===== config.mk =====
export PLATFORM = sky130hd
export DESIGN_NAME = discrete_pid_filtered_derivative
export DESIGN_NICKNAME = d
export VERILOG_FILES = /design/src/rtl/dpfd_pkg.sv /design/src/rtl/dpfd_mul.sv /design/src/rtl/dpfd_div.sv /design/src/rtl/discrete_pid_filtered_derivative.sv
export SDC_FILE = /design/constraint.sdc
export NUM_CORES = 2
export LEC_CHECK = 0
export BUFFER_PORTS_ARGS = -buffer_cell sky130_fd_sc_hd__buf_2
export CAP_MARGIN = 20
export CORE_MARGIN = 3
export CORE_UTILIZATION = 40
export DETAILED_ROUTE_END_ITERATION = 7
export SYNTH_ARGS = -nofsm -noshare
export SYNTH_HDL_FRONTEND = slang
export SYNTH_HIERARCHICAL = 1
export SYNTH_SLANG_ARGS = --single-unit

===== constraint.sdc =====
create_clock -name clk_i -period 9.1 [get_ports clk_i]
set_input_delay 0.91 -clock clk_i [delete_from_list [all_inputs] [get_ports clk_i]]
set_output_delay 0.91 -clock clk_i [all_outputs]
set_load 0.02 [all_outputs]

===== src/rtl/dpfd_pkg.sv =====
// ----------------------------------------------------------------------------
// dpfd_pkg
// Shared widths, register indexes and unit status type for the PID block.
// ----------------------------------------------------------------------------
`timescale 1ns / 1ps

package dpfd_pkg;

  // Field and datapath widths fixed by the interface
  localparam int DATA_W    = 32;
  localparam int PROD_W    = 2 * DATA_W;
  localparam int QUO_W     = 63;
  localparam int CFG_IDX_W = 3;

  // Configuration register indexes
  localparam logic [CFG_IDX_W-1:0] REG_GAIN_P   = 3'd0;
  localparam logic [CFG_IDX_W-1:0] REG_GAIN_D   = 3'd1;
  localparam logic [CFG_IDX_W-1:0] REG_GAIN_I   = 3'd2;
  localparam logic [CFG_IDX_W-1:0] REG_FILTER_N = 3'd3;
  localparam logic [CFG_IDX_W-1:0] REG_PERIOD   = 3'd4;
  localparam logic [CFG_IDX_W-1:0] REG_DRIVE_MIN = 3'd5;
  localparam logic [CFG_IDX_W-1:0] REG_DRIVE_MAX = 3'd6;

  // Status of a bit-serial arithmetic unit
  typedef struct packed {
    logic busy;
    logic done;
  } unit_sts_t;

endpackage


===== src/rtl/dpfd_mul.sv =====
// ----------------------------------------------------------------------------
// dpfd_mul
// Bit-serial signed multiplier: one multiplier bit per cycle, exact product.
// ----------------------------------------------------------------------------
`timescale 1ns / 1ps

module dpfd_mul (
  input  logic                                clk_i,
  input  logic                                rst_ni,
  input  logic                                start_i,
  input  logic signed [dpfd_pkg::DATA_W-1:0]  op_a_i,
  input  logic signed [dpfd_pkg::DATA_W-1:0]  op_b_i,
  output logic signed [dpfd_pkg::PROD_W-1:0]  prod_o,
  output dpfd_pkg::unit_sts_t                 sts_o
);

  localparam int W     = dpfd_pkg::DATA_W;
  localparam int CNT_W = $clog2(W);

  logic             run_q;
  logic             fin_q;
  logic             done_q;
  logic [CNT_W-1:0] cnt_q;
  logic             neg_q;
  logic [W-1:0]     a_q;
  logic [W-1:0]     b_q;
  logic [W-1:0]     hi_q;
  logic [2*W-1:0]   prod_q;

  logic [W-1:0]     a_bits;
  logic [W-1:0]     b_bits;
  logic [W-1:0]     mag_a;
  logic [W-1:0]     mag_b;
  logic [W:0]       sum;
  logic [2*W-1:0]   raw;

  always_comb begin
    a_bits = op_a_i;
    b_bits = op_b_i;
    mag_a  = a_bits[W-1] ? (~a_bits + W'(1)) : a_bits;
    mag_b  = b_bits[W-1] ? (~b_bits + W'(1)) : b_bits;
    sum    = {1'b0, hi_q} + (b_q[0] ? {1'b0, a_q} : {(W+1){1'b0}});
    raw    = {hi_q, b_q};
  end

  always_ff @(posedge clk_i or negedge rst_ni) begin
    if (!rst_ni) begin
      run_q  <= 1'b0;
      fin_q  <= 1'b0;
      done_q <= 1'b0;
      cnt_q  <= '0;
    end else begin
      done_q <= fin_q;
      fin_q  <= 1'b0;
      if (start_i) begin
        run_q <= 1'b1;
        cnt_q <= '0;
      end else if (run_q) begin
        cnt_q <= cnt_q + CNT_W'(1);
        if (cnt_q == CNT_W'(W - 1)) begin
          run_q <= 1'b0;
          fin_q <= 1'b1;
        end
      end
    end
  end

  // Shift-add on magnitudes; the product grows into hi_q and shifts into b_q
  always_ff @(posedge clk_i) begin
    if (start_i) begin
      a_q   <= mag_a;
      b_q   <= mag_b;
      hi_q  <= '0;
      neg_q <= a_bits[W-1] ^ b_bits[W-1];
    end else if (run_q) begin
      hi_q <= sum[W:1];
      b_q  <= {sum[0], b_q[W-1:1]};
    end
    if (fin_q) begin
      prod_q <= neg_q ? (~raw + (2*W)'(1)) : raw;
    end
  end

  assign prod_o     = prod_q;
  assign sts_o.busy = run_q | fin_q;
  assign sts_o.done = done_q;

endmodule


===== src/rtl/dpfd_div.sv =====
// ----------------------------------------------------------------------------
// dpfd_div
// Restoring unsigned divider: one quotient bit per cycle.
// ----------------------------------------------------------------------------
`timescale 1ns / 1ps

module dpfd_div (
  input  logic                               clk_i,
  input  logic                               rst_ni,
  input  logic                               start_i,
  input  logic [dpfd_pkg::QUO_W-1:0]         dividend_i,
  input  logic [dpfd_pkg::DATA_W-1:0]        divisor_i,
  output logic [dpfd_pkg::QUO_W-1:0]         quotient_o,
  output dpfd_pkg::unit_sts_t                sts_o
);

  localparam int W     = dpfd_pkg::DATA_W;
  localparam int Q     = dpfd_pkg::QUO_W;
  localparam int CNT_W = $clog2(Q);

  logic             run_q;
  logic             done_q;
  logic [CNT_W-1:0] cnt_q;
  logic [Q-1:0]     dq_q;
  logic [W-1:0]     rem_q;
  logic [W-1:0]     dvs_q;

  logic [W:0]       rem_sh;
  logic             ge;
  logic [W:0]       rem_nx;

  always_comb begin
    rem_sh = {rem_q, dq_q[Q-1]};
    ge     = rem_sh >= {1'b0, dvs_q};
    rem_nx = ge ? (rem_sh - {1'b0, dvs_q}) : rem_sh;
  end

  always_ff @(posedge clk_i or negedge rst_ni) begin
    if (!rst_ni) begin
      run_q  <= 1'b0;
      done_q <= 1'b0;
      cnt_q  <= '0;
    end else begin
      done_q <= 1'b0;
      if (start_i) begin
        run_q <= 1'b1;
        cnt_q <= '0;
      end else if (run_q) begin
        cnt_q <= cnt_q + CNT_W'(1);
        if (cnt_q == CNT_W'(Q - 1)) begin
          run_q  <= 1'b0;
          done_q <= 1'b1;
        end
      end
    end
  end

  // Dividend bits leave at the top while quotient bits enter at the bottom
  always_ff @(posedge clk_i) begin
    if (start_i) begin
      dq_q  <= dividend_i;
      rem_q <= '0;
      dvs_q <= divisor_i;
    end else if (run_q) begin
      dq_q  <= {dq_q[Q-2:0], ge};
      rem_q <= rem_nx[W-1:0];
    end
  end

  assign quotient_o = dq_q;
  assign sts_o.busy = run_q;
  assign sts_o.done = done_q;

endmodule


===== src/rtl/discrete_pid_filtered_derivative.sv =====
// ----------------------------------------------------------------------------
// discrete_pid_filtered_derivative
// Each item takes ten products on the shared bit-serial multiplier and one
// 63-step restoring division; a new item is accepted only once the last
// result has been pushed out.
// Reset zeroes the gains, filter constant and histories, sets the period to
// 1.0 and opens the drive clamps to the full signed range.
// ----------------------------------------------------------------------------
`timescale 1ns / 1ps

module discrete_pid_filtered_derivative #(
  parameter int FRAC_BITS = 16
) (
  input  logic                                 clk_i,
  input  logic                                 rst_ni,
  input  logic                                 in_valid_i,
  output logic                                 in_stall_o,
  input  logic signed [dpfd_pkg::DATA_W-1:0]   setpoint_i,
  input  logic signed [dpfd_pkg::DATA_W-1:0]   measured_i,
  output logic                                 out_valid_o,
  input  logic                                 out_stall_i,
  output logic signed [dpfd_pkg::DATA_W-1:0]   drive_o,
  input  logic                                 cfg_valid_i,
  output logic                                 cfg_ready_o,
  input  logic [dpfd_pkg::CFG_IDX_W-1:0]       cfg_index_i,
  input  logic [dpfd_pkg::DATA_W-1:0]          cfg_data_i
);

  localparam int W     = dpfd_pkg::DATA_W;
  localparam int Q     = dpfd_pkg::QUO_W;
  localparam int ACC_W = 67 - FRAC_BITS;

  localparam logic signed [63:0] ONE_64  = 64'sd1 <<< FRAC_BITS;
  localparam logic signed [63:0] TWO_64  = 64'sd2 <<< FRAC_BITS;
  localparam logic signed [63:0] LIM_64  = 64'sd1 <<< (62 - FRAC_BITS);
  localparam logic signed [63:0] S32_MAX = 64'sd2147483647;
  localparam logic signed [63:0] S32_MIN = -64'sd2147483648;
  localparam logic signed [W-1:0] MAX32  = 32'sh7fffffff;
  localparam logic signed [W-1:0] MIN32  = 32'sh80000000;
  localparam logic [30:0]        TA_RESET = 31'd1 << FRAC_BITS;

  localparam logic [2:0] ST_IDLE     = 3'd0;
  localparam logic [2:0] ST_MUL_GO   = 3'd1;
  localparam logic [2:0] ST_MUL_WAIT = 3'd2;
  localparam logic [2:0] ST_DIV_GO   = 3'd3;
  localparam logic [2:0] ST_DIV_WAIT = 3'd4;
  localparam logic [2:0] ST_PUSH     = 3'd5;

  localparam logic [3:0] STEP_NT   = 4'd0;
  localparam logic [3:0] STEP_KDN  = 4'd1;
  localparam logic [3:0] STEP_KITA = 4'd2;
  localparam logic [3:0] STEP_P1   = 4'd3;
  localparam logic [3:0] STEP_P2   = 4'd4;
  localparam logic [3:0] STEP_P3   = 4'd5;
  localparam logic [3:0] STEP_U1   = 4'd6;
  localparam logic [3:0] STEP_E0   = 4'd7;
  localparam logic [3:0] STEP_E1   = 4'd8;
  localparam logic [3:0] STEP_E2   = 4'd9;

  function automatic logic signed [63:0] sx64(input logic signed [W-1:0] v);
    return {{32{v[W-1]}}, v};
  endfunction

  function automatic logic signed [W-1:0] sat32(input logic signed [63:0] x);
    logic signed [W-1:0] r;
    if (x > S32_MAX) begin
      r = MAX32;
    end else if (x < S32_MIN) begin
      r = MIN32;
    end else begin
      r = x[W-1:0];
    end
    return r;
  endfunction

  // Configuration and history
  logic signed [W-1:0] kp_q, kd_q, ki_q, umin_q, umax_q;
  logic [30:0]         n_q, ta_q;
  logic signed [W-1:0] e1_q, e2_q, u1_q, u2_q;

  // Per-item working registers
  logic signed [W-1:0]     e0_q;
  logic signed [W-1:0]     nt_q, kdn_q, kita_q, p1_q, p2_q, p3_q;
  logic signed [ACC_W-1:0] acc_q;
  logic                    neg_q;
  logic signed [W-1:0]     u_q;
  logic [2:0]              state_q, state_d;
  logic [3:0]              step_q;
  logic                    out_valid_q;
  logic signed [W-1:0]     drive_q;

  logic                    accept;
  logic                    push;
  logic                    mul_start, div_start;
  dpfd_pkg::unit_sts_t     mul_sts, div_sts;
  logic signed [63:0]      mul_prod;
  logic signed [63:0]      prod_sh;
  logic [Q-1:0]            div_quo;

  logic signed [63:0]      nt64;
  logic signed [W-1:0]     one_nt, two_nt, ca, kdn2, cb_pos, cb, cc;
  logic signed [W-1:0]     op_a, op_b;
  logic signed [63:0]      acc64, sum_sat, sum_mag;
  logic                    sum_neg;
  logic [Q-1:0]            dividend;
  logic                    q_big_neg, q_big_pos;
  logic signed [W-1:0]     u_raw, u_clamp;

  assign accept      = in_valid_i && (state_q == ST_IDLE);
  assign push        = (state_q == ST_PUSH) && (!out_valid_q || !out_stall_i);
  assign in_stall_o  = (state_q != ST_IDLE);
  assign cfg_ready_o = 1'b1;
  assign out_valid_o = out_valid_q;
  assign drive_o     = drive_q;

  // Coefficients from the stored products
  always_comb begin
    nt64   = sx64(nt_q);
    one_nt = sat32(ONE_64 + nt64);
    two_nt = sat32(TWO_64 + nt64);
    ca     = sat32(sx64(p1_q) + sx64(p2_q) + sx64(kdn_q));
    kdn2   = sat32(sx64(kdn_q) <<< 1);
    cb_pos = sat32(sx64(p3_q) + sx64(kita_q) + sx64(kdn2));
    cb     = sat32(-sx64(cb_pos));
    cc     = sat32(sx64(kp_q) + sx64(kdn_q));
  end

  always_comb begin
    case (step_q)
      STEP_NT: begin
        op_a = $signed({1'b0, n_q});
        op_b = $signed({1'b0, ta_q});
      end
      STEP_KDN: begin
        op_a = kd_q;
        op_b = $signed({1'b0, n_q});
      end
      STEP_KITA: begin
        op_a = ki_q;
        op_b = $signed({1'b0, ta_q});
      end
      STEP_P1: begin
        op_a = kp_q;
        op_b = one_nt;
      end
      STEP_P2: begin
        op_a = kita_q;
        op_b = one_nt;
      end
      STEP_P3: begin
        op_a = kp_q;
        op_b = two_nt;
      end
      STEP_U1: begin
        op_a = two_nt;
        op_b = u1_q;
      end
      STEP_E0: begin
        op_a = ca;
        op_b = e0_q;
      end
      STEP_E1: begin
        op_a = cb;
        op_b = e1_q;
      end
      STEP_E2: begin
        op_a = cc;
        op_b = e2_q;
      end
      default: begin
        op_a = '0;
        op_b = '0;
      end
    endcase
  end

  // Numerator saturation and dividend; quotient saturation and drive clamp
  always_comb begin
    prod_sh = mul_prod >>> FRAC_BITS;
    acc64   = {{(64 - ACC_W){acc_q[ACC_W-1]}}, acc_q};
    if (acc64 > LIM_64) begin
      sum_sat = LIM_64;
    end else if (acc64 < -LIM_64) begin
      sum_sat = -LIM_64;
    end else begin
      sum_sat = acc64;
    end
    sum_neg  = sum_sat[63];
    sum_mag  = sum_neg ? -sum_sat : sum_sat;
    dividend = sum_mag[Q-1:0] << FRAC_BITS;

    q_big_neg = (|div_quo[Q-1:W]) || (div_quo[W-1] && (|div_quo[W-2:0]));
    q_big_pos = |div_quo[Q-1:W-1];
    if (neg_q) begin
      u_raw = q_big_neg ? MIN32 : $signed(~div_quo[W-1:0] + W'(1));
    end else begin
      u_raw = q_big_pos ? MAX32 : $signed(div_quo[W-1:0]);
    end
    u_clamp = u_raw;
    if (u_clamp > umax_q) begin
      u_clamp = umax_q;
    end
    if (u_clamp <= umin_q) begin
      u_clamp = umin_q;
    end
  end

  always_comb begin
    state_d   = state_q;
    mul_start = 1'b0;
    div_start = 1'b0;
    case (state_q)
      ST_IDLE: begin
        if (in_valid_i) begin
          state_d = ST_MUL_GO;
        end
      end
      ST_MUL_GO: begin
        if (!mul_sts.busy) begin
          mul_start = 1'b1;
          state_d   = ST_MUL_WAIT;
        end
      end
      ST_MUL_WAIT: begin
        if (mul_sts.done) begin
          state_d = (step_q == STEP_E2) ? ST_DIV_GO : ST_MUL_GO;
        end
      end
      ST_DIV_GO: begin
        if (!div_sts.busy) begin
          div_start = 1'b1;
          state_d   = ST_DIV_WAIT;
        end
      end
      ST_DIV_WAIT: begin
        if (div_sts.done) begin
          state_d = ST_PUSH;
        end
      end
      ST_PUSH: begin
        if (push) begin
          state_d = ST_IDLE;
        end
      end
      default: begin
        state_d = ST_IDLE;
      end
    endcase
  end

  always_ff @(posedge clk_i or negedge rst_ni) begin
    if (!rst_ni) begin
      state_q     <= ST_IDLE;
      step_q      <= STEP_NT;
      out_valid_q <= 1'b0;
      kp_q        <= '0;
      kd_q        <= '0;
      ki_q        <= '0;
      n_q         <= '0;
      ta_q        <= TA_RESET;
      umin_q      <= MIN32;
      umax_q      <= MAX32;
      e1_q        <= '0;
      e2_q        <= '0;
      u1_q        <= '0;
      u2_q        <= '0;
    end else begin
      state_q <= state_d;
      if (accept) begin
        step_q <= STEP_NT;
      end else if ((state_q == ST_MUL_WAIT) && mul_sts.done) begin
        step_q <= step_q + 4'd1;
      end

      if (push) begin
        out_valid_q <= 1'b1;
      end else if (!out_stall_i) begin
        out_valid_q <= 1'b0;
      end

      if (cfg_valid_i) begin
        case (cfg_index_i)
          dpfd_pkg::REG_GAIN_P:    kp_q   <= cfg_data_i;
          dpfd_pkg::REG_GAIN_D:    kd_q   <= cfg_data_i;
          dpfd_pkg::REG_GAIN_I:    ki_q   <= cfg_data_i;
          dpfd_pkg::REG_FILTER_N:  n_q    <= cfg_data_i[30:0];
          dpfd_pkg::REG_PERIOD:    ta_q   <= cfg_data_i[30:0];
          dpfd_pkg::REG_DRIVE_MIN: umin_q <= cfg_data_i;
          dpfd_pkg::REG_DRIVE_MAX: umax_q <= cfg_data_i;
          default: ;
        endcase
      end

      // Advance the error and drive histories
      if (push) begin
        e2_q <= e1_q;
        e1_q <= e0_q;
        u2_q <= u1_q;
        u1_q <= u_q;
      end
    end
  end

  always_ff @(posedge clk_i) begin
    if (accept) begin
      e0_q  <= sat32(sx64(setpoint_i) - sx64(measured_i));
      acc_q <= ACC_W'(-sx64(u2_q));
    end
    if ((state_q == ST_MUL_WAIT) && mul_sts.done) begin
      case (step_q)
        STEP_NT:   nt_q   <= sat32(prod_sh);
        STEP_KDN:  kdn_q  <= sat32(prod_sh);
        STEP_KITA: kita_q <= sat32(prod_sh);
        STEP_P1:   p1_q   <= sat32(prod_sh);
        STEP_P2:   p2_q   <= sat32(prod_sh);
        STEP_P3:   p3_q   <= sat32(prod_sh);
        default:   acc_q  <= acc_q + prod_sh[ACC_W-1:0];
      endcase
    end
    if (div_start) begin
      neg_q <= sum_neg;
    end
    if ((state_q == ST_DIV_WAIT) && div_sts.done) begin
      u_q <= u_clamp;
    end
    if (push) begin
      drive_q <= u_q;
    end
  end

  dpfd_mul u_mul (
    .clk_i   (clk_i),
    .rst_ni  (rst_ni),
    .start_i (mul_start),
    .op_a_i  (op_a),
    .op_b_i  (op_b),
    .prod_o  (mul_prod),
    .sts_o   (mul_sts)
  );

  dpfd_div u_div (
    .clk_i      (clk_i),
    .rst_ni     (rst_ni),
    .start_i    (div_start),
    .dividend_i (dividend),
    .divisor_i  (one_nt),
    .quotient_o (div_quo),
    .sts_o      (div_sts)
  );

endmodule


==> metrics list <==
- Run status: complete, but fails checks
- The checks that failed: DRC.
* Die height: 404 um
- Slowest-stage cell, CP: sky130_fd_sc_hd__or4_4
- Clock tree synthesis selected as its root buffer the cell sky130_fd_sc_hd__clkbuf_16.
* Post-route worst setup slack: 0.292 ns
* Worst r2r dst: u_q[22]$_DFFE_PP_
* Relative slew slack: 0.226
- First-pass GRT wire length: 333 mm
- Final period demand of the worst path: 8.81 ns
- Of all nets on the critical path, the largest fanout is 8.
* GRT Util Overall: 0.270
- Critical path's largest stage delay: 0.56 ns
* Area of the die: 163000 sq um
* Final routed wirelength across all metal layers: 227 mm
- The Yosys step of the flow raised 6 warnings.
- The number of hold buffers added after CTS was 0.
- Syn Area/Cell: 9.69 sq um
- Final sum of negative setup slack: 0 ns
- The initialized floorplan defines 145 standard-cell rows.
- Ant diodes: 0
- From left edge to right edge, the die measures 404 um.
- For this configuration, the core starts out at a cell density of 0.404.
* Number of maximum-capacitance violations: 0
- Cell seen most often among critical-path stages: sky130_fd_sc_hd__nand2_1
- The worst-case IR drop observed on VDD is 0.000171 V.
- Before CTS, the worst setup slack after placement is -0.0652 ns.
- The core region is 157000 sq um.
- Final count of negative-setup-slack endpoints: 0
- In the final design database the tool counted 7213 nets.
- CTS tree: done
* Buffers added on ports: 137
- Pre-antenna DRT Iters: 8
- Number of antenna violations at the first check in global routing: 12
* Vias in the first global route: 50000
- DRC errors left: 8
- Max-slew violation total from the final report: 0
* Part of the cycle the worst path needs: 0.968
- LEAKAGE: 0.0288 uW
- Cell count after synthesis: 6539
* Largest register FFs: 63
- Start of the worst register-to-register path: u_div/quotient_o[0]$_DFFE_PP_
* Proportion of layout cells with a drive suffix above 1: 0.152
- The critical path is of the flop to flop type.
- Longest Clk Path Bufs: 3
- The worst register-to-register path has a depth of 35.
- Transition time at the pin with the least slew margin: 1.15 ns
- In this run the number of H-tree levels came out at 3.
- Power spread over the standard cell area amounts to 283 nW/um^2.
- Routability congestion estimate: 0.981
- Layout Skew: 0.0509 ns
- The worst hold path belongs to the class primary input to asynchronous set/reset pin.
- In this run the register-to-register setup slack is 0.29 ns.
* GR Overflow Total: 0
* Post-detailed-route via-to-cell ratio: 6.07
- DRC marker count from the first detailed-route iteration: 6387
- Post-synthesis cell area: 63400 sq um
* Number of fill cells in the layout: 15000
- The tree built by TritonCTS fans out to 986 sinks.
- Data on the critical path is required at its endpoint by 9.60 ns.
* Average wire per cell in the routed design: 25.6 um
- Antenna Violating Nets Remaining: 0
* Hold Fails Final Rpt: 0
- Pin count of the biggest net entering global routing: 165
- Vias after detailed routing: 53800
- Timing would allow up to 114 MHz.
- CTS Buf Count: 108
* Startpoint types: flop
- Arrival time reported for the critical path endpoint: 9.31 ns
- Synthesis-to-finish area growth: 12.5%
- After clock tree synthesis, the clock-pin slew on the worst setup and hold paths is 0.06 ns.
- The HPWL after detailed placement is 175 mm.
- The later pin in the worst-skew pair is clocked with a latency of 0.76 ns.
- 139 I/O pins were placed.
- Category of the worst setup path capture point: flop
==> final cells by class <==
cell class / count / area (sq um) / area share
clock inverter: 57 / 706 / 0.00990
inverter: 260 / 978 / 0.0137
clock buffer: 148 / 3070 / 0.0430
tap: 2058 / 2570 / 0.0361
timing repair buffer: 369 / 2570 / 0.0360
multi-input combinational: 4985 / 34800 / 0.488
sequential: 986 / 26600 / 0.374
==> metrics by stage <==
step / hold slack (ns) / power (uW) / utilization / cells / area, sq um
floorplan: 0.426 / 12700 / - / 6554 / 63400
global placement: 0.456 / 15100 / 0.429 / 8649 / 67300
detailed placement: 0.462 / 15300 / 0.429 / 8651 / 67300
CTS: 0.146 / 20000 / 0.454 / 8856 / 71100
global route: 0.200 / 21400 / 0.455 / 8863 / 71300
finish: 0.183 / 20200 / 0.455 / 8863 / 71300
==> layer usage <==
layer	vias up	GRT usage	wire, um
met1	26400	0.391	100000
met5	-	0	12
li1	24500	-	-
met2	2506	0.406	98300
met4	2	0.0900	8410
met3	387	0.0501	20100
==> report_power, final <==
group	switching, uW	internal [uW]
sequential	1410	6120
combinational	4620	3390
clock	1960	2710
total	7980	12200
==> worst max-delay path: cells and delay by family (launching register included) <==
family	cells	cell delay (ns)
XOR/XNOR	1	0.18
AO/OA/AOI/OAI	11	2.13
flip-flops	1	0.41
AND/OR/NAND/NOR	15	4.00
multiplexers	2	0.63
buffers and inverters	3	0.47
adder cells (fa/ha/maj)	3	0.72
==> worst max path at each step <==
stage / startpoint / to / slack [ns] / cells past startpoint
after floorplan: u_div/quotient_o[0]$_DFFE_PP_ / u_q[10]$_DFFE_PP_ / 0.02 / 37
after global placement: u_div/quotient_o[0]$_DFFE_PP_ / u_q[27]$_DFFE_PP_ / 0.05 / 35
after detailed placement: u_div/quotient_o[0]$_DFFE_PP_ / u_q[4]$_DFFE_PP_ / -0.07 / 34
after CTS: u_div/quotient_o[0]$_DFFE_PP_ / u_q[30]$_DFFE_PP_ / 0.02 / 35
after global routing: u_div/quotient_o[0]$_DFFE_PP_ / u_q[23]$_DFFE_PP_ / -0.04 / 35
final: u_div/quotient_o[0]$_DFFE_PP_ / u_q[22]$_DFFE_PP_ / 0.29 / 35
==> layout by cell type (no fill, tap or decap), types with 222 or more instances in the layout <==
cell and count:
sky130_fd_sc_hd__a21oi_1 463, sky130_fd_sc_hd__buf_4 222, sky130_fd_sc_hd__nand2_1 860, sky130_fd_sc_hd__nor2_1 400, sky130_fd_sc_hd__inv_1 254, sky130_fd_sc_hd__o21ai_0 322, sky130_fd_sc_hd__ha_1 328, sky130_fd_sc_hd__mux2_2 332
sky130_fd_sc_hd__dfrtp_1 339, sky130_fd_sc_hd__edfxtp_1 497
==> timing repair <==
| item | CTS | global route |
|---|---|---|
| pin swaps | 0 | 10 |
| gates resized for setup | 3 | 28 |
| buffers inserted | 0 | 4 |
| endpoints found under the setup margin | 32 | 35 |
| gates cloned | 0 | 3 |
No activity file was read; power rests on OpenSTA's default activity.
